<file path="config.mk">
export PLATFORM = sky130hd
export DESIGN_NAME = cha_div
export DESIGN_NICKNAME = d
export VERILOG_FILES = /design/src/rtl/cha_pkg.sv /design/src/rtl/cha_div.sv
export SDC_FILE = /design/constraint.sdc
export NUM_CORES = 1
export LEC_CHECK = 0
export BUFFER_PORTS_ARGS = -buffer_cell sky130_fd_sc_hd__buf_2
export CORE_ASPECT_RATIO = 0.9
export CORE_MARGIN = 2
export CORE_UTILIZATION = 25
export DETAILED_ROUTE_END_ITERATION = 12
export GPL_TIMING_DRIVEN = 0
export PLACE_DENSITY = 0.53
export SYNTH_ARGS = -nofsm -noshare
export SYNTH_HDL_FRONTEND = slang
export SYNTH_SLANG_ARGS = --single-unit
</file>
<file path="constraint.sdc">
create_clock -name clk_i -period 7.8 [get_ports clk_i]
set_input_delay 1.56 -clock clk_i [delete_from_list [all_inputs] [get_ports clk_i]]
set_output_delay 1.56 -clock clk_i [all_outputs]
set_load 0.05 [all_outputs]
</file>
<file path="src/rtl/cha_pkg.sv">
// ----------------------------------------------------------------------------
// cha_pkg
// shared constants, types and cordic angle table for the heading smoother
// ----------------------------------------------------------------------------
package cha_pkg;

  localparam int AngleBits  = 16;
  localparam int CountBits  = 16;
  localparam int CordicIter = 24;
  localparam int TimeBits   = 40;
  localparam int CfgBits    = 16;
  localparam int AccBits    = 50;
  localparam int DivBits    = 40;

  localparam logic [CountBits-1:0] CountMax = {CountBits{1'b1}};
  localparam logic [15:0] WeightOne = 16'd32768;
  localparam logic signed [AccBits-1:0] GainStart = AccBits'(652032874);

  localparam logic [0:0] RegWindow   = 1'b0;
  localparam logic [0:0] RegInterval = 1'b1;

  typedef enum logic [3:0] {
    StIdle, StDivN, StDivW, StRotOld, StRotNew, StMix, StVec, StDone
  } state_e;

  // cordic unit commands
  typedef enum logic [1:0] {
    OpRotate, OpVector
  } cordic_op_e;

  typedef struct packed {
    logic             start;
    cordic_op_e       op;
    logic [31:0]      angle;
    logic signed [AccBits-1:0] x;
    logic signed [AccBits-1:0] y;
  } cordic_req_t;

  typedef struct packed {
    logic                      busy;
    logic                      done;
    logic signed [AccBits-1:0] x;
    logic signed [AccBits-1:0] y;
    logic [31:0]               z;
  } cordic_rsp_t;

  function automatic logic [31:0] atan_lut(input logic [4:0] i);
    logic [31:0] r;
    begin
      case (i)
        5'd0:  r = 32'd536870912;
        5'd1:  r = 32'd316933406;
        5'd2:  r = 32'd167458907;
        5'd3:  r = 32'd85004756;
        5'd4:  r = 32'd42667331;
        5'd5:  r = 32'd21354465;
        5'd6:  r = 32'd10679838;
        5'd7:  r = 32'd5340245;
        5'd8:  r = 32'd2670163;
        5'd9:  r = 32'd1335087;
        5'd10: r = 32'd667544;
        5'd11: r = 32'd333772;
        5'd12: r = 32'd166886;
        5'd13: r = 32'd83443;
        5'd14: r = 32'd41721;
        5'd15: r = 32'd20860;
        5'd16: r = 32'd10430;
        5'd17: r = 32'd5215;
        5'd18: r = 32'd2607;
        5'd19: r = 32'd1303;
        5'd20: r = 32'd651;
        5'd21: r = 32'd325;
        5'd22: r = 32'd162;
        5'd23: r = 32'd81;
        default: r = 32'd0;
      endcase
      return r;
    end
  endfunction

  function automatic logic [31:0] quantize(input logic [31:0] a);
    logic [31:0] s;
    begin
      s = a + (32'd1 << (31 - AngleBits));
      return (s >> (32 - AngleBits)) << (32 - AngleBits);
    end
  endfunction

endpackage

</file>
<file path="src/rtl/cha_div.sv">
// ----------------------------------------------------------------------------
// cha_div
// restoring divider, one quotient bit per cycle
// ----------------------------------------------------------------------------
module cha_div (
  input  logic                        clk_i,
  input  logic                        rst_ni,
  input  logic                        start_i,
  input  logic [cha_pkg::DivBits-1:0] num_i,
  input  logic [cha_pkg::DivBits-1:0] den_i,
  output logic                        done_o,
  output logic [cha_pkg::DivBits-1:0] quo_o
);

  localparam int CntW = $clog2(cha_pkg::DivBits + 1);

  logic [cha_pkg::DivBits-1:0] rem_q, rem_d, quo_q, quo_d, den_q, den_d;
  logic [CntW-1:0]             cnt_q, cnt_d;
  logic                        busy_q, busy_d, done_q, done_d;
  logic [cha_pkg::DivBits:0]   trial;

  always_comb begin
    rem_d  = rem_q;
    quo_d  = quo_q;
    den_d  = den_q;
    cnt_d  = cnt_q;
    busy_d = busy_q;
    done_d = 1'b0;
    trial  = {rem_q, quo_q[cha_pkg::DivBits-1]} - {1'b0, den_q};
    if (start_i) begin
      rem_d  = '0;
      quo_d  = num_i;
      den_d  = den_i;
      cnt_d  = CntW'(cha_pkg::DivBits);
      busy_d = 1'b1;
    end else if (busy_q) begin
      if (!trial[cha_pkg::DivBits]) begin
        rem_d = trial[cha_pkg::DivBits-1:0];
        quo_d = {quo_q[cha_pkg::DivBits-2:0], 1'b1};
      end else begin
        rem_d = {rem_q[cha_pkg::DivBits-2:0], quo_q[cha_pkg::DivBits-1]};
        quo_d = {quo_q[cha_pkg::DivBits-2:0], 1'b0};
      end
      cnt_d = cnt_q - 1'b1;
      if (cnt_q == CntW'(1)) begin
        busy_d = 1'b0;
        done_d = 1'b1;
      end
    end
  end

  always_ff @(posedge clk_i or negedge rst_ni) begin
    if (!rst_ni) begin
      busy_q <= 1'b0;
      done_q <= 1'b0;
      cnt_q  <= '0;
    end else begin
      busy_q <= busy_d;
      done_q <= done_d;
      cnt_q  <= cnt_d;
    end
  end

  always_ff @(posedge clk_i) begin
    rem_q <= rem_d;
    quo_q <= quo_d;
    den_q <= den_d;
  end

  assign done_o = done_q;
  assign quo_o  = quo_q;

endmodule

</file>
==> reports/metrics.yaml, run 1 <==
placed_design:
  io_buffers: 123
  gp_congestion: 0.858
  preCtsSetupSlack_ns: 3.41
  placed_cell_area_mm2: 0.00892
  dp.cells: 1323
  dp_hpwl_um: 16500
yosys:
  async_flop_share_pct: 6.25
  synth_compound_area_share_pct: 20.2
  yosysWarningCount: 0
  synthCells: 790
  syn_area_mm2: 0.00777
  ys_dominant_reg_cell: "edfxtp_1"
  synth.distinct_cells: 71
  ys_seq_elements: 128
  synth_edf_count: 80
  synth_top_family_by_area: "compound AO/OA/AOI/OAI gates"
  yosys.area_share.adder_pct: 7.02
  synth_fp_nets: 916
  yosys-top-cells-area: "edfxtp_1 31%, dfxtp_1 10%, ha_1 6.8%, mux2_2 5.8%, a311oi_1 4.1%"
  synth-xor-area-share_pct: 4.17
  seq_area_frac_synth_pct: 43.8
  synth-simple-area-share_pct: 13.0
  synth_top_area_share_pct: 30.9
  avgSynthCellArea_um2: 9.84
  synth_mux_area_share_pct: 6.05
  synth_top_cell_by_area: "edfxtp_1"
die:
  ios: 124
  initial_core_util_pct: 25.3
  dieHeight_um: 171
  die_w_um: 190
  rows: 61
  die_area_mm2: 0.0325
  core-area_mm2: 0.0308
sta:
  fmax_mhz: 265
  setup-violations-final: 0
  clock_skew_ns: 0.0115
  period_needed_ns: 3.78
  timing.hold.ws_ns: 0.505
  tns_ns: 0
  drv_slew: 0
  final_hold_viol_count: 0
  rsz0062_at_grt: "false"
  worst_slack_ns: 4.02
  finalCritPeriodShare_pct: 48.4
  worst_slew_pin_slew_ns: 1.11
  maxSlewHeadroom_pct: 26.1
final_layout:
  final-instance-count-excl-fill: 1355
  final_util_pct: 30.9
  drive_gt1_share_pct: 24.4
  diodes: 0
  synthToLayoutAreaGrowth_pct: 22.3
  nNetsFinal: 1059
  fin_area_mm2: 0.00951
grt:
  overflow: 0
  antenna_found_initial: 1
  grt_pass1_vias: 6574
  grt_pass1_wl_um: 36100
  grt_usage_pct: 14.1
  grt_start_max_net_pins: 45
power_and_ir_drop:
  p_total_mw: 3.22
  cellLeakagePower_nw: 3.99
  peakVddDrop_mv: 0.174
  power_density_mw_per_mm2: 339
setup_path:
  cp.required_ns: 7.99
  critPathLaunchType: "input pin"
  end_kind: "flop"
  crit_fanout: 44
  cp.arrival_ns: 3.97
  criticalPathCategory: "in2reg"
drt:
  routed_wl_um: 22500
  firstDrtPassIters: 5
  avgRoutedWirePerCell_um: 16.6
  final_antenna_net_count: 0
  drt-initial-drc-count: 486
  vias: 6653
  route.detailed.drc: 0
  vias_per_cell: 4.91
min_path:
  hold_class: "reg2reg"
flow_run:
  max_cap_viol_count: 0
cts:
  cts_resized: 0
  h-tree-depth: 4
  clockRootBuffer: "clkbuf_16"
  cts_hold_buffers: 0
  cts_buffers: 17
  cts_buffer_depth: 2
  clk_latency_ns: 0.44
  cts_tree: "yes"
  post_cts_buffers: 0
  clk_pin_slew_ns: 0.06
  cts.sinks: 128
outcome:
  status: "complete, no violations"
==> kinds of logic (layout without fill, tap and decap cells) <==
| group | count (synthesis) | after routing |
|---|---|---|
| buffers and inverters | 102 | 258 |
| DFF | 128 | 128 |
| and+or+nand+nor | 213 | 213 |
| xor gates and xnor gates | 37 | 37 |
| AOI/OAI and AO/OA | 225 | 225 |
| adders and majority gates | 43 | 43 |
| muxes | 42 | 42 |
==> power breakdown <==
| part | internal [mW] | total (mW) | switching (mW) |
|---|---|---|---|
| Combinational | 0.554 | 1.43 | 0.878 |
| Sequential | 0.864 | 0.971 | 0.107 |
| Clock | 0.474 | 0.818 | 0.343 |
| Total | 1.89 | 3.22 | 1.33 |
==> metal layers <==
layer	share of wire [%]	wire length, µm	track usage [%]	up-vias
met1	50	11200	20.0	3165
met5	0.058	13	0	-
met3	7.1	1590	4.28	23
li1	-	-	-	3246
met4	1.1	242	3.71	2
met2	42	9430	20.8	217
==> cell usage in the layout (no fill, tap or decap), types with 21 or more instances in the layout <==
master and instances:
edfxtp_1 80, o21ai_0 53, nand2_1 41, mux2_2 40
clkbuf_1 21, xnor2_1 25, buf_2 136, nor2_1 64
ha_1 42, a21oi_1 41, dfxtp_1 40, inv_1 56
a311oi_1 36, nand3_1 52
==> synthesized netlist by cell type (all sizes together) (3+ instances only) <==
cell type   n
a211oi      3
a21boi      4
a21o       18
a21oi      45
a311oi     36
a31oi       6
and2        3
and3        7
buf        22
clkbuf     23
dfrtp       8
dfxtp      40
edfxtp     80
ha         42
inv        56
mux2       40
nand2      42
nand2b      3
nand3      53
nand3b      3
nand4      11
nor2       64
nor2b       4
nor3        8
nor4        6
o2111ai     5
o211ai      7
o21a       10
o21ai      58
o221ai      3
o22ai       4
o311ai      3
o31ai       3
or2         3
xnor2      25
xor2       12
==> flip-flops by register name (all words and copies together) (netlist names) <==
| signal | cells |
|---|---|
| busy_q | 1 |
| den_q | 40 |
| done_o | 1 |
| rem_q | 40 |
| quo_o | 40 |
| cnt_q | 6 |
==> critical path, cell delays in order <==
cell	delay (ns)
buf_2	0.81
clkbuf_1	0.50
clkbuf_1	0.64
mux2_2	0.41
==> final timing paths <==
check | from | endpoint | slack [ns] | cells after the start
worst max-delay path | start_i | quo_o[29] | 4.02 | 4
worst min-delay path | rem_q[11] | rem_q[11] | 0.50 | 2
worst max register to register | den_q[7] | rem_q[35] | 4.13 | 11
worst min register to register | rem_q[11] | rem_q[11] | 0.50 | 2
max in group asynchronous | rst_ni | cnt_q[3] | 6.66 | 1
min in group asynchronous | rst_ni | cnt_q[2] | 0.96 | 1
==> layout make-up <==
type,instances,area (µm²)
Clock inverter,15,158
Multi-Input combinational cell,560,3930
Sequential cell,128,3400
Buffer,45,233
Inverter,57,214
Clock buffer,17,425
Timing Repair Buffer,124,636
Tap cell,409,512
Fill cell,3243,21300
No activity file was read; power rests on OpenSTA's default activity.
==> run 2: changes to the inputs <==
--- a/config.mk
+++ b/config.mk
@@ -5,13 +5,14 @@
 export SDC_FILE = /design/constraint.sdc
 export NUM_CORES = 1
 export LEC_CHECK = 0
+export ABC_AREA = 1
 export BUFFER_PORTS_ARGS = -buffer_cell sky130_fd_sc_hd__buf_2
 export CORE_ASPECT_RATIO = 0.9
 export CORE_MARGIN = 2
 export CORE_UTILIZATION = 25
 export DETAILED_ROUTE_END_ITERATION = 12
 export GPL_TIMING_DRIVEN = 0
-export PLACE_DENSITY = 0.53
+export PLACE_DENSITY = 0.52
 export SYNTH_ARGS = -nofsm -noshare
 export SYNTH_HDL_FRONTEND = slang
 export SYNTH_SLANG_ARGS = --single-unit
==> constraint.sdc (replaced) <==
create_clock -name clk_i -period 3.51 [get_ports clk_i]
set_input_delay 0.702 -clock clk_i [delete_from_list [all_inputs] [get_ports clk_i]]
set_output_delay 0.702 -clock clk_i [all_outputs]
set_load 0.05 [all_outputs]
==> run 2 against run 1 <==
  * Die area up 10%
  * Flip-flop and latch count unchanged
  * Wire length up 11%
  * Final area up 9.1%
  * Worst hold slack worse by 0.41 ns
  * Global-route usage up 0.44 points
  * Clock-buffer cell count up 2
  * Combinational power down 56%
  * Sequential share of layout area down 3.0 points
  * Setup slack worse by 3.5 ns
  * Via count up 15%
==> reports/metrics.yaml, run 2 <==
cts:
  clk_pin_slew_ns: 0.06  # about the same
  clk_latency_ns: 0.45  # about the same
  h-tree-depth: 4  # unchanged
  cts_resized: 0  # unchanged
  cts_hold_buffers: 0  # unchanged
  post_cts_buffers: 0  # unchanged
  cts_tree: "yes"
  cts.sinks: 128  # unchanged
  clockRootBuffer: "clkbuf_16"
  cts_buffer_depth: 2  # unchanged
  cts_buffers: 17  # unchanged
placed_design:
  dp.cells: 1811  # +37%
  placed_cell_area_mm2: 0.00979  # +9.7%
  dp_hpwl_um: 19800  # +20%
  io_buffers: 123  # unchanged
  gp_congestion: 0.909  # +6.0%
sta:
  rsz0062_at_grt: "false"
  maxSlewHeadroom_pct: 28.6  # +2.5 points
  setup-violations-final: 0  # unchanged
  period_needed_ns: 2.98
  finalCritPeriodShare_pct: 84.9
  final_hold_viol_count: 0  # unchanged
  worst_slew_pin_slew_ns: 1.07  # -0.0371 ns
  fmax_mhz: 336
  drv_slew: 0  # unchanged
  clock_skew_ns: 0.0114  # -0.000116 ns
drt:
  final_antenna_net_count: 0  # unchanged
  avgRoutedWirePerCell_um: 13.5  # -19%
  vias: 7672  # +15%
  vias_per_cell: 4.16  # -15%
  routed_wl_um: 25000  # +11%
  drt-initial-drc-count: 557  # +15%
  route.detailed.drc: 0  # unchanged
  firstDrtPassIters: 5  # unchanged
power_and_ir_drop:
  power_density_mw_per_mm2: 400  # +18%
  peakVddDrop_mv: 0.297  # +70%
  cellLeakagePower_nw: 5.53  # +38%
yosys:
  synth-xor-area-share_pct: 2.34  # -1.8 points
  yosys-top-cells-area: "edfxtp_1 28%, nand2_1 22%, inv_1 9.5%, dfxtp_1 9.3%, ha_1 6.1%"
  synth.distinct_cells: 40  # -44%
  synth_common_cells: "513 x nand2_1, 218 x inv_1, 80 x edfxtp_1"
  yosysWarningCount: 0  # unchanged
  synth_mux_area_share_pct: 0  # -6.1 points
  avgSynthCellArea_um2: 7.01  # -29%
  synth_fp_nets: 1352  # +48%
  synth_top_area_share_pct: 27.9  # -3.0 points
  synth-simple-area-share_pct: 35.3  # +22 points
  synthCells: 1226  # +55%
  yosysMostFrequentCell: "nand2_1"
  yosys.area_share.adder_pct: 6.35  # -0.67 points
  seq_area_frac_synth_pct: 39.6  # -4.2 points
  syn_area_mm2: 0.00860  # +11%
  synth_top_cell_by_area: "edfxtp_1"
  ys_seq_elements: 128  # unchanged
  synth_top_family_by_area: "simple AND/OR/NAND/NOR gates"
  synth_edf_count: 80  # unchanged
  async_flop_share_pct: 6.25  # unchanged
  ys_dominant_reg_cell: "edfxtp_1"
  synth_compound_area_share_pct: 4.98  # -15 points
final_layout:
  fin_area_mm2: 0.0104  # +9.1%
  fill_cells: 3802  # +17%
  most-common-layout-cells: "513 x nand2_1, 217 x inv_1, 127 x buf_2"
  drive_gt1_share_pct: 15.8  # -8.6 points
  final-instance-count-excl-fill: 1846  # +36%
  synthToLayoutAreaGrowth_pct: 20.7
  final_common_cell: "nand2_1"
  nNetsFinal: 1494  # +41%
flow_run:
  max_cap_viol_count: 0  # unchanged
setup_path:
  critPathLaunchType: "input pin"
  end_kind: "flop"
  cp.required_ns: 3.58  # -4.41 ns
  criticalPathCategory: "in2reg"
  cp.arrival_ns: 3.05  # -0.92 ns
  crit_fanout: 42  # -4.5%
grt:
  grt_pass1_wl_um: 40100  # +11%
  overflow: 0  # unchanged
  grt_start_max_net_pins: 43  # -4.4%
  antenna_found_initial: 4  # +3
  grt_pass1_vias: 7538  # +15%
  grt_usage_pct: 14.6  # +0.44 points
die:
  die_area_mm2: 0.0359  # +10%
  dieHeight_um: 180  # +5.0%
  ios: 124  # unchanged
  initial_core_util_pct: 25.3  # +0.043 points
  rows: 64  # +4.9%
  core-area_mm2: 0.0340  # +10%
  die_w_um: 199  # +5.0%
outcome:
  status: "complete, no violations"
min_path:
  hold_class: "in2async"
==> run 2: cell families (layout without fill, tap and decap cells) <==
group           count (synthesis)  count (layout)
compound gates                 73              73
other cells                     0               3
simple gates                  717             717
buf+inv                       242             397
fa+ha+maj                      43              43
flops                         128             128
xor+xnor                       23              23
==> run 2: critical path, stage by stage <==
cell	delay (ns)
buf_2	0.79
clkbuf_1	0.50
nor2_1	0.28
inv_2	0.72
==> run 2: power by group <==
group / switching, mW / internal (mW) / total [mW]
combinational: 0.446 / 0.185 / 0.630
clock: 0.751 / 1.02 / 1.78
sequential: 0.0460 / 1.70 / 1.75
total: 1.24 / 2.91 / 4.15
==> run 2: per-stage QoR <==
stage	hold slack, ns	setup slack, ns	util [%]	setup TNS [ns]	total power, mW
after floorplan	0.406	0.858	-	0	2.22
after global placement	0.462	-0.556	28.8	-23.15	2.41
after detailed placement	0.462	-0.0872	28.8	-3.48	2.41
after CTS	0.0665	0.399	30.5	0	4.22
after global routing	0.0783	0.260	30.6	0	4.36
final	0.0917	0.530	30.6	0	4.15
==> run 2: final timing paths <==
check,cells after the start,slack (ns),start,to
setup / recovery,4,0.53,start_i,quo_o[3]
hold / removal,1,0.09,rst_ni,done_o
setup reg to reg,16,0.78,quo_o[39],quo_o[0]
hold reg to reg,2,0.47,rem_q[26],rem_q[26]
max in group asynchronous,1,3.25,rst_ni,cnt_q[3]
min in group clk_i,1,0.43,den_i[24],den_q[24]
==> run 2: layout make-up <==
class,instances,area (µm²),area share [%]
clock buffer,19,453,4.37
clock inverter,13,125,1.21
inverter,218,818,7.89
timing repair buffer,123,616,5.93
antenna,3,7.51,0.0724
tap,462,578,5.57
sequential,128,3400,32.8
buffer,24,165,1.59
multi-input combinational,856,4210,40.6
==> run 2: layer usage <==
metal / GRT usage (%) / wire length, µm
met4: 3.64 / 227
met1: 20.3 / 12300
met3: 4.95 / 2040
met5: 0 / 27
met2: 21.5 / 10300
