--- config.mk ---
export PLATFORM = sky130hd
export DESIGN_NAME = cha_cordic
export DESIGN_NICKNAME = d
export VERILOG_FILES = /design/src/rtl/cha_pkg.sv /design/src/rtl/cha_cordic.sv
export SDC_FILE = /design/constraint.sdc
export NUM_CORES = 1
export LEC_CHECK = 0
export ABC_AREA = 1
export BUFFER_PORTS_ARGS = -buffer_cell sky130_fd_sc_hd__buf_4
export CELL_PAD_IN_SITES_DETAIL_PLACEMENT = 1
export CELL_PAD_IN_SITES_GLOBAL_PLACEMENT = 1
export CORE_ASPECT_RATIO = 2
export CORE_MARGIN = 2
export CORE_UTILIZATION = 38
export CTS_BUF_LIST = sky130_fd_sc_hd__clkbuf_16
export DETAILED_ROUTE_END_ITERATION = 8
export PLACE_DENSITY = 0.82
export SYNTH_ARGS = -nofsm -noshare
export SYNTH_HDL_FRONTEND = slang
export SYNTH_SLANG_ARGS = --single-unit
--- constraint.sdc ---
create_clock -name clk_i -period 6.3 [get_ports clk_i]
set_input_delay 1.26 -clock clk_i [delete_from_list [all_inputs] [get_ports clk_i]]
set_output_delay 1.26 -clock clk_i [all_outputs]
set_load 0.01 [all_outputs]
--- src/rtl/cha_pkg.sv ---
// ----------------------------------------------------------------------------
// cha_pkg
// shared constants, types and cordic angle table for the heading smoother
// ----------------------------------------------------------------------------
package cha_pkg;

  localparam int AngleBits  = 16;
  localparam int CountBits  = 16;
  localparam int CordicIter = 24;
  localparam int TimeBits   = 40;
  localparam int CfgBits    = 16;
  localparam int AccBits    = 50;
  localparam int DivBits    = 40;

  localparam logic [CountBits-1:0] CountMax = {CountBits{1'b1}};
  localparam logic [15:0] WeightOne = 16'd32768;
  localparam logic signed [AccBits-1:0] GainStart = AccBits'(652032874);

  localparam logic [0:0] RegWindow   = 1'b0;
  localparam logic [0:0] RegInterval = 1'b1;

  typedef enum logic [3:0] {
    StIdle, StDivN, StDivW, StRotOld, StRotNew, StMix, StVec, StDone
  } state_e;

  // cordic unit commands
  typedef enum logic [1:0] {
    OpRotate, OpVector
  } cordic_op_e;

  typedef struct packed {
    logic             start;
    cordic_op_e       op;
    logic [31:0]      angle;
    logic signed [AccBits-1:0] x;
    logic signed [AccBits-1:0] y;
  } cordic_req_t;

  typedef struct packed {
    logic                      busy;
    logic                      done;
    logic signed [AccBits-1:0] x;
    logic signed [AccBits-1:0] y;
    logic [31:0]               z;
  } cordic_rsp_t;

  function automatic logic [31:0] atan_lut(input logic [4:0] i);
    logic [31:0] r;
    begin
      case (i)
        5'd0:  r = 32'd536870912;
        5'd1:  r = 32'd316933406;
        5'd2:  r = 32'd167458907;
        5'd3:  r = 32'd85004756;
        5'd4:  r = 32'd42667331;
        5'd5:  r = 32'd21354465;
        5'd6:  r = 32'd10679838;
        5'd7:  r = 32'd5340245;
        5'd8:  r = 32'd2670163;
        5'd9:  r = 32'd1335087;
        5'd10: r = 32'd667544;
        5'd11: r = 32'd333772;
        5'd12: r = 32'd166886;
        5'd13: r = 32'd83443;
        5'd14: r = 32'd41721;
        5'd15: r = 32'd20860;
        5'd16: r = 32'd10430;
        5'd17: r = 32'd5215;
        5'd18: r = 32'd2607;
        5'd19: r = 32'd1303;
        5'd20: r = 32'd651;
        5'd21: r = 32'd325;
        5'd22: r = 32'd162;
        5'd23: r = 32'd81;
        default: r = 32'd0;
      endcase
      return r;
    end
  endfunction

  function automatic logic [31:0] quantize(input logic [31:0] a);
    logic [31:0] s;
    begin
      s = a + (32'd1 << (31 - AngleBits));
      return (s >> (32 - AngleBits)) << (32 - AngleBits);
    end
  endfunction

endpackage

--- src/rtl/cha_cordic.sv ---
// ----------------------------------------------------------------------------
// cha_cordic
// shared cordic, one micro-rotation per cycle, rotation and vectoring modes
// ----------------------------------------------------------------------------
module cha_cordic (
  input  logic                 clk_i,
  input  logic                 rst_ni,
  input  cha_pkg::cordic_req_t req_i,
  output cha_pkg::cordic_rsp_t rsp_o
);

  localparam int W = cha_pkg::AccBits;

  logic signed [W-1:0] x_q, x_d, y_q, y_d;
  logic signed [33:0]  z_q, z_d;
  logic [4:0]          i_q, i_d;
  logic                busy_q, busy_d, done_q, done_d, flip_q, flip_d;
  cha_pkg::cordic_op_e op_q, op_d;
  logic signed [W-1:0] xs, ys;
  logic signed [33:0]  za, zin;
  logic                dir;

  always_comb begin
    x_d = x_q; y_d = y_q; z_d = z_q; i_d = i_q;
    busy_d = busy_q; done_d = 1'b0; flip_d = flip_q; op_d = op_q;
    xs  = x_q >>> i_q;
    ys  = y_q >>> i_q;
    za  = {2'b00, cha_pkg::atan_lut(i_q)};
    dir = (op_q == cha_pkg::OpRotate) ? !z_q[33] : (y_q > 0);
    zin = 34'(signed'(req_i.angle));
    if (req_i.start) begin
      busy_d = 1'b1;
      i_d    = '0;
      op_d   = req_i.op;
      flip_d = 1'b0;
      if (req_i.op == cha_pkg::OpRotate) begin
        x_d = cha_pkg::GainStart;
        y_d = '0;
        z_d = zin;
        if (zin > 34'sd1073741824) begin
          z_d = zin - 34'sd2147483648; flip_d = 1'b1;
        end else if (zin < -34'sd1073741824) begin
          z_d = zin + 34'sd2147483648; flip_d = 1'b1;
        end
      end else begin
        if (req_i.x < 0) begin
          x_d = -req_i.x; y_d = -req_i.y; z_d = 34'sd2147483648;
        end else begin
          x_d = req_i.x; y_d = req_i.y; z_d = '0;
        end
      end
    end else if (busy_q) begin
      if (dir) begin
        if (op_q == cha_pkg::OpRotate) begin
          x_d = x_q - ys; y_d = y_q + xs; z_d = z_q - za;
        end else begin
          x_d = x_q + ys; y_d = y_q - xs; z_d = z_q + za;
        end
      end else begin
        if (op_q == cha_pkg::OpRotate) begin
          x_d = x_q + ys; y_d = y_q - xs; z_d = z_q + za;
        end else begin
          x_d = x_q - ys; y_d = y_q + xs; z_d = z_q - za;
        end
      end
      i_d = i_q + 1'b1;
      if (i_q == 5'(cha_pkg::CordicIter - 1)) begin
        busy_d = 1'b0;
        done_d = 1'b1;
      end
    end
  end

  always_ff @(posedge clk_i or negedge rst_ni) begin
    if (!rst_ni) begin
      busy_q <= 1'b0;
      done_q <= 1'b0;
      i_q    <= '0;
      op_q   <= cha_pkg::OpRotate;
    end else begin
      busy_q <= busy_d;
      done_q <= done_d;
      i_q    <= i_d;
      op_q   <= op_d;
    end
  end

  always_ff @(posedge clk_i) begin
    x_q    <= x_d;
    y_q    <= y_d;
    z_q    <= z_d;
    flip_q <= flip_d;
  end

  assign rsp_o.busy = busy_q;
  assign rsp_o.done = done_q;
  assign rsp_o.x    = flip_q ? -x_q : x_q;
  assign rsp_o.y    = flip_q ? -y_q : y_q;
  assign rsp_o.z    = z_q[31:0];

endmodule

==> results of run 1 <==
==> metrics by stage <==
stage / hold slack (ns) / area, µm² / setup slack, ns
after floorplan: 0.4426 / 40320 / 0.9709
after global placement: 0.4579 / 44350 / 0.6342
after detailed placement: 0.4776 / 44350 / 0.6216
after CTS: 0.4971 / 44920 / 0.5851
==> cell usage after synthesis (26+ instances only) <==
library cell,instances,area (µm²)
nor2_1,784,2943
mux2i_1,55,550.5
nand2_1,2424,9099
inv_1,1325,4974
buf_4,51,382.9
nand4_1,112,700.7
nand3_1,532,2663
o21bai_1,39,292.8
a21oi_1,376,1882
buf_2,68,340.3
o21ai_0,583,2918
nor4_1,33,206.5
edfxtp_1,135,4054
nor3_1,94,470.5
xor2_1,171,1498
buf_1,30,112.6
o21ai_1,28,140.1
xnor2_1,26,227.7
or2_2,28,175.2
clkbuf_1,136,510.5
ha_1,288,3603
o211ai_1,44,330.3
==> per-layer routing <==
metal / GRT overflow / global-route usage (%)
met5: 0 / 10.57
met2: 227 / 88.33
met4: 182 / 69.03
met1: 2 / 64.73
met3: 0 / 41.79
==> kinds of logic after synthesis <==
kind of cell / after synthesis
mux: 55
simple gates: 4100
buf+inv: 1634
flops: 144
fa+ha+maj: 294
xor+xnor: 197
compound gates: 1205
==> impl_metrics.toml, run 1 <==
[run_status]
outcome = "aborted with a tool error"
lastStage = "global routing"
first-error = "[ERROR GRT-0116] Global routing finished with congestion. Check the congestion regions in the DRC Viewer."

[synthesis]
synth_cells = 7629
synth_mux_area_share_pct = 1.365
synth_compound_area_share_pct = 16.48
dominantRegCellSynth = "edfxtp_1"
synth_cell_types = 64
yosysWarnings = 0
seq_area_frac_synth_pct = 10.61
synth_top_family_by_area = "simple AND/OR/NAND/NOR gates"
syn-cell-area_um2 = 40320
synth_fa_ha_area_share_pct = 9.236
syn_nets = 8060
yosys_register_bits = 144
ys_async_sr_fraction_pct = 6.250
synthSimpleGateAreaFrac_pct = 41.96
synth-edff-count = 135
synth_xor_area_share_pct = 4.280
syn_avg_cell_area_um2 = 5.285

[place]
hpwl_um = 245900
port_buffers = 270
placed_cells = 9177
gp_congestion = 1.225

[clock_network]
cts_hold_buffers = 0
clock-sinks = 144
cts_resized = 0
htreeDepth = 4
cts_buffers = 17
cts_setup_buffers = 0
cts-root-buf = "clkbuf_16"
clockBufferDepth = 2

[global_route]
overflow = 411
grt_pass1_wl_um = 524700
grtUsageTotal_pct = 65.77
grt_max_degree = 108
grt_pass1_vias = 64766

[floorplanning]
initial_utilization_pct = 38.13
die_y_um = 464.7
rows = 169
die-width_um = 234.3
io-pin-count = 271
==> run 2: changes to the inputs <==
==> config.mk (replaced) <==
export PLATFORM = sky130hd
export DESIGN_NAME = cha_cordic
export DESIGN_NICKNAME = d
export VERILOG_FILES = /design/src/rtl/cha_pkg.sv /design/src/rtl/cha_cordic.sv
export SDC_FILE = /design/constraint.sdc
export NUM_CORES = 1
export LEC_CHECK = 0
export ABC_AREA = 1
export BUFFER_PORTS_ARGS = -buffer_cell sky130_fd_sc_hd__buf_4
export CORE_MARGIN = 2
export CORE_UTILIZATION = 23
export DETAILED_ROUTE_END_ITERATION = 8
export PLACE_DENSITY_LB_ADDON = 0.15
export SYNTH_ARGS = -nofsm -noshare
export SYNTH_HDL_FRONTEND = slang
export SYNTH_SLANG_ARGS = --single-unit
==> impl_metrics.toml, run 2 <==
[run_status]
outcome = "finished clean"

[synthesis]
synth_common_cells = "nand2_1 (2424), inv_1 (1325), nor2_1 (784)"
synth_cell_types = 64
synth-edff-count = 135
syn-cell-area_um2 = 40320
yosysWarnings = 0
dominantRegCellSynth = "edfxtp_1"
yosysMostFrequentCell = "nand2_1"
yosys_register_bits = 144
yosys-top-cells-area = "nand2_1 (23%), inv_1 (12%), edfxtp_1 (10%)"
yosys.area.top_type_share_pct = 22.57
syn_nets = 8060
ys_async_sr_fraction_pct = 6.250
synth_cells = 7629
synth_area_leader_cell = "nand2_1"
syn_avg_cell_area_um2 = 5.285
seq_area_frac_synth_pct = 10.61

[clock_network]
clock-sinks = 144
cts_tree = "done"
clock_latency_ns = 0.59
cts_resized = 0
clk_pin_slew_ns = 0.07
clockBufferDepth = 2
htreeDepth = 4
cts_setup_buffers = 0
cts-root-buf = "clkbuf_16"
cts_buffers = 17
cts_hold_buffers = 0

[route]
drt_iter0_drc = 4630
drcViolationCount = 0
antenna_left = 0
wl_per_cell_um = 24.89
vias_per_cell = 4.962
num_vias = 49977
detail_route.first_pass.iterations = 7
wl_um = 250700

[floorplanning]
die_area_um2 = 178700
die-width_um = 422.7
rows = 153
die_y_um = 422.7
initial_utilization_pct = 23.17
coreArea_um2 = 174000
io-pin-count = 271

[place]
hpwl_um = 214700
port_buffers = 270
gp_congestion = 1.037
postPlaceCellArea_um2 = 44790
placed_cells = 10041

[timing]
setup_tns_ns = 0
drv_slew = 0
fin_crit_sh_pct = 92.06
clock_skew_ns = 0.03941
period_minus_slack_ns = 5.800
relSlewSlack_pct = 5.098
fmax_mhz = 172.4
rsz0062_at_grt = "no"
hold_violations = 0
worst_pin_slew_ns = 1.409
whs_ns = 0.4834
finalSetupViolations = 0

[pwr]
power_density_nw_per_um2 = 644.8
peakVddDrop_mv = 0.3038
p_leak_nw = 24.20

[setup_path]
start_kind = "flip-flop"
endpoint_kind = "flip-flop"
crit_type = "flip-flop to flip-flop"
required_ns = 6.57
critical_path_arrival_ns = 6.07
worstPathMaxFanout = 51

[cells_and_area]
post-route-util_pct = 26.07
final_common_cell = "nand2_1"
fin_area_um2 = 45370
drive_gt1_share_pct = 6.558
fin_nets = 8166
n_fill_cell = 20488
mostFrequentLayoutCells = "nand2_1 (2422), inv_1 (1320), nor2_1 (781)"
areaGrowthSynthToFinish_pct = 12.53
instances_no_fill = 10072
reg_top3 = "x_q (50), y_q (50), z_q (34)"

[worst_hold_path]
hold_path.class = "flip-flop to flip-flop"

[global_route]
overflow = 0
grt_pass1_wl_um = 348000
grt_max_degree = 81
grt_pass1_vias = 47640
grtUsageTotal_pct = 27.01
antenna_found_initial = 5

[flow_run]
drv_cap = 0
[run 2: cell counts after synthesis]
No cell type changed its count.
[run 2: path summary, 6_finish.rpt]
kind / from / endpoint / slack (ns) / cells after the start
worst min register to register: op_q[1] / op_q[1] / 0.48 / 2
max in group asynchronous: rst_ni / i_q[2] / 5.52 / 1
min in group asynchronous: rst_ni / i_q[3] / 0.55 / 1
worst max register to register: i_q[0] / x_q[27] / 0.50 / 21
worst max-delay path: i_q[0] / x_q[27] / 0.50 / 21
worst min-delay path: op_q[1] / op_q[1] / 0.48 / 2
[run 2: layer usage]
metal | track usage [%] | vias to the layer above | routed length (µm)
met1 | 33.61 | 23698 | 105800
met2 | 45.79 | 1616 | 118300
met3 | 1.994 | 338 | 10470
met5 | 0 | - | 7
met4 | 15.46 | 2 | 16140
li1 | - | 24323 | -
[run 2: cell families (layout without fill, tap and decap cells)]
group	after synthesis	after routing	share of synthesized area [%]
AND/OR/NAND/NOR	4100	4100	41.96
multiplexers	55	55	1.365
XOR/XNOR	197	197	4.280
flip-flops	144	144	10.61
buffers and inverters	1634	1751	16.07
other	0	1	0
AO/OA/AOI/OAI	1205	1205	16.48
adder cells (fa/ha/maj)	294	294	9.236
[run 2: critical path, cell delays in order (launching register included)]
cell and delay (ns):
dfrtp_4 0.62, buf_12 0.24, o21ai_0 0.30, o21ai_0 0.23, nand2_1 0.12, o21ai_0 0.14, nand2_1 0.16, o21ai_0 0.13
o21ai_0 0.78, inv_1 0.10, ha_1 0.56, nand2_1 0.19, nor2_1 0.31, nand2_1 0.12, nand2_1 0.25, nand2_1 0.10
nand2_1 0.27, nand3_1 0.19, nand3_1 0.12, nand3_1 0.11, nand3_1 0.26, o21ai_0 0.20
[run 2: metrics by stage]
stage	total power [mW]	setup WS, ns
after CTS	28.81	0.4725
after global placement	27.65	0.5066
after detailed placement	27.44	0.4900
after global routing	31.42	0.1685
final	29.25	0.5000
after floorplan	17.44	0.9709
[run 2: cell type report]
cell class	count	area, µm²	area share, %
multi-input cells	5851	29590	65.22
inverters	1340	5035	11.10
flip-flops and latches	144	4290	9.456
repair buffers	381	2960	6.525
well taps	2325	2909	6.412
clock buffers	20	436.7	0.9625
clock inverters	10	143.9	0.3171
diodes	1	2.502	0.005516
[run 2: report_power, final]
part           switching, mW  total (mW)  internal, mW
clock                  0.575        1.23         0.650
combinational           18.0        25.2          7.19
sequential              1.13        2.82          1.69
total                   19.7        29.3          9.53
Power figures use the tool's default switching activity.
==> run 3: changes to the inputs <==
--- a/config.mk
+++ b/config.mk
@@ -6,11 +6,12 @@
 export NUM_CORES = 1
 export LEC_CHECK = 0
 export ABC_AREA = 1
-export BUFFER_PORTS_ARGS = -buffer_cell sky130_fd_sc_hd__buf_4
+export BUFFER_PORTS_ARGS = -buffer_cell sky130_fd_sc_hd__buf_2
 export CORE_MARGIN = 2
 export CORE_UTILIZATION = 23
 export DETAILED_ROUTE_END_ITERATION = 8
 export PLACE_DENSITY_LB_ADDON = 0.15
+export REMOVE_ABC_BUFFERS = 1
 export SYNTH_ARGS = -nofsm -noshare
 export SYNTH_HDL_FRONTEND = slang
 export SYNTH_SLANG_ARGS = --single-unit
==> impl_metrics.toml, run 3 (synthesized netlist as in run 2, its figures left out) <==
[timing]
drv_slew = 0
clock_skew_ns = 0.02289
worst_pin_slew_ns = 1.145
rsz0062_at_grt = "no"
fmax_mhz = 171.6
period_minus_slack_ns = 5.828
hold_violations = 0
relSlewSlack_pct = 23.36
finalSetupViolations = 0
fin_crit_sh_pct = 92.51

[floorplanning]
rows = 153
initial_utilization_pct = 23.17
io-pin-count = 271
die-width_um = 422.7
coreArea_um2 = 174000
die_area_um2 = 178700
die_y_um = 422.7

[setup_path]
crit_type = "flip-flop to flip-flop"
cp_slowest_cell = "dfrtp_4"
endpoint_kind = "flip-flop"
reg2reg_from = "i_q[0]"
cpMostUsedCell = "nand2_1"
cp_cell_sequence = "buf_4 -> nand2_1 -> o21ai_0 -> mux2i_1 -> o21ai_0 -> o21ai_0 -> or2_2 -> nand2_1 -> inv_1 -> ha_1 -> nand2_1 -> nor2_1 -> nand3_1 -> nand3_1 -> nand2_1 -> a21oi_1 -> nor2_1 -> nand2_1 -> nand3_1 -> nand3_1 -> nand2_1"
required_ns = 6.59
path_delay_family = "simple AND/OR/NAND/NOR gates"
crit_path_start = "i_q[0]"
start_kind = "flip-flop"
critical_path_arrival_ns = 6.12
worstPathMaxFanout = 65
slowest_delay_ns = 0.79
worst-path-buf-inv = 2

[cells_and_area]
instances_no_fill = 10060
areaGrowthSynthToFinish_pct = 10.30
drive_gt1_share_pct = 6.396
n_fill_cell = 20506
fin_area_um2 = 44470
reg_top3 = "x_q (50), y_q (50), z_q (34)"
mostFrequentLayoutCells = "nand2_1 (2422), inv_1 (1320), nor2_1 (781)"
fin_nets = 8142
final_common_cell = "nand2_1"

[place]
gp_congestion = 1.044
postPlaceCellArea_um2 = 43870
hpwl_um = 211700
placed_cells = 10017
port_buffers = 270

[clock_network]
cts_tree = "done"
cts_setup_buffers = 0
cts-root-buf = "clkbuf_16"
clock-sinks = 144
cts_resized = 0
cts_hold_buffers = 0
cts_buffers = 17
clk_pin_slew_ns = 0.08
htreeDepth = 4
clock_latency_ns = 0.57
clockBufferDepth = 2

[global_route]
grt_max_degree = 78
grt_pass1_vias = 47830
grt_pass1_wl_um = 344400
grtUsageTotal_pct = 26.68
overflow = 0
antenna_found_initial = 26

[flow_run]
drv_cap = 0

[route]
num_vias = 50196
antenna_left = 0
vias_per_cell = 4.990
detail_route.first_pass.iterations = 6
wl_um = 247100
drt_iter0_drc = 4891
wl_per_cell_um = 24.57
drcViolationCount = 0

[pwr]
p_leak_nw = 23.83
peakVddDrop_mv = 0.2805
power_density_nw_per_um2 = 639.5

[worst_hold_path]
hold_path.class = "flip-flop to flip-flop"
min_from = "op_q[0]"

[run_status]
outcome = "finished clean"
## run 3: cell types whose count changed in the layout (fill, tap and decap cells not counted), moves of 2 or more
cell	before	now
bufinv_16	4	0
diode_2	1	11
clkbuf_1	3	1
clkbuf_8	0	2
buf_2	0	268
buf_4	373	87
o21ai_1	31	28
buf_12	8	2
clkinv_1	6	1
o21ai_0	580	583
inv_6	0	7
## run 3: per-stage QoR
step / setup slack, ns / total power, mW / util, % / TNS [ns] / hold slack [ns]
floorplan: -1.171 / 17.12 / - / -165.07 / 0.4426
global placement: 0.6259 / 26.88 / 25.21 / 0 / 0.4575
detailed placement: 0.6247 / 26.73 / 25.21 / 0 / 0.4684
CTS: 0.6077 / 28.03 / 25.54 / 0 / 0.4879
global route: 0.2041 / 30.79 / 25.55 / 0 / 0.5120
finish: 0.4719 / 28.44 / 25.56 / 0 / 0.4825
## run 3: routing by layer
layer / global-route usage [%] / wire length, µm / vias up / share of wire, %
met2: 45.23 / 116200 / 1741 / 47
met5: 0 / 15 / - / 0.0061
met3: 2.095 / 11020 / 386 / 4.5
met4: 15.48 / 16380 / 2 / 6.6
met1: 33.06 / 103600 / 23782 / 42
li1: - / - / 24285 / -
## run 3: power breakdown
part / switching [mW] / internal, mW / leakage (nW)
registers: 1.12 / 1.68 / 1.59
logic: 17.7 / 6.80 / 22.0
clock network: 0.622 / 0.560 / 0.283
total: 19.4 / 9.04 / 23.8
## run 3: final cells by class
class | instances | area [µm²] | share of cell area (%)
diodes | 11 | 27.53 | 0.06190
inverters | 1340 | 5035 | 11.32
multi-input cells | 5851 | 29600 | 66.56
clock buffers | 21 | 481.7 | 1.083
flip-flops and latches | 144 | 4290 | 9.648
clock inverters | 11 | 93.84 | 0.2110
well taps | 2325 | 2909 | 6.542
repair buffers | 357 | 2034 | 4.575
## run 3: worst register-to-register path, delay by kind of cell (launching register included)
family / cells / cell delay (ns)
AO/OA/AOI/OAI: 4 / 1.15
AND/OR/NAND/NOR: 13 / 2.32
buffers and inverters: 2 / 0.64
flip-flops: 1 / 0.79
adder cells (fa/ha/maj): 1 / 0.45
multiplexers: 1 / 0.21
## run 3: worst paths after layout
| path | end | slack (ns) | depth (start not counted) |
|---|---|---|---|
| max in group asynchronous | i_q[0] | 5.30 | 1 |
| min in group asynchronous | op_q[0] | 0.63 | 1 |
| min | op_q[0] | 0.48 | 2 |
| max | y_q[49] | 0.47 | 21 |
| min reg2reg | op_q[0] | 0.48 | 2 |
| max reg2reg | y_q[49] | 0.47 | 21 |
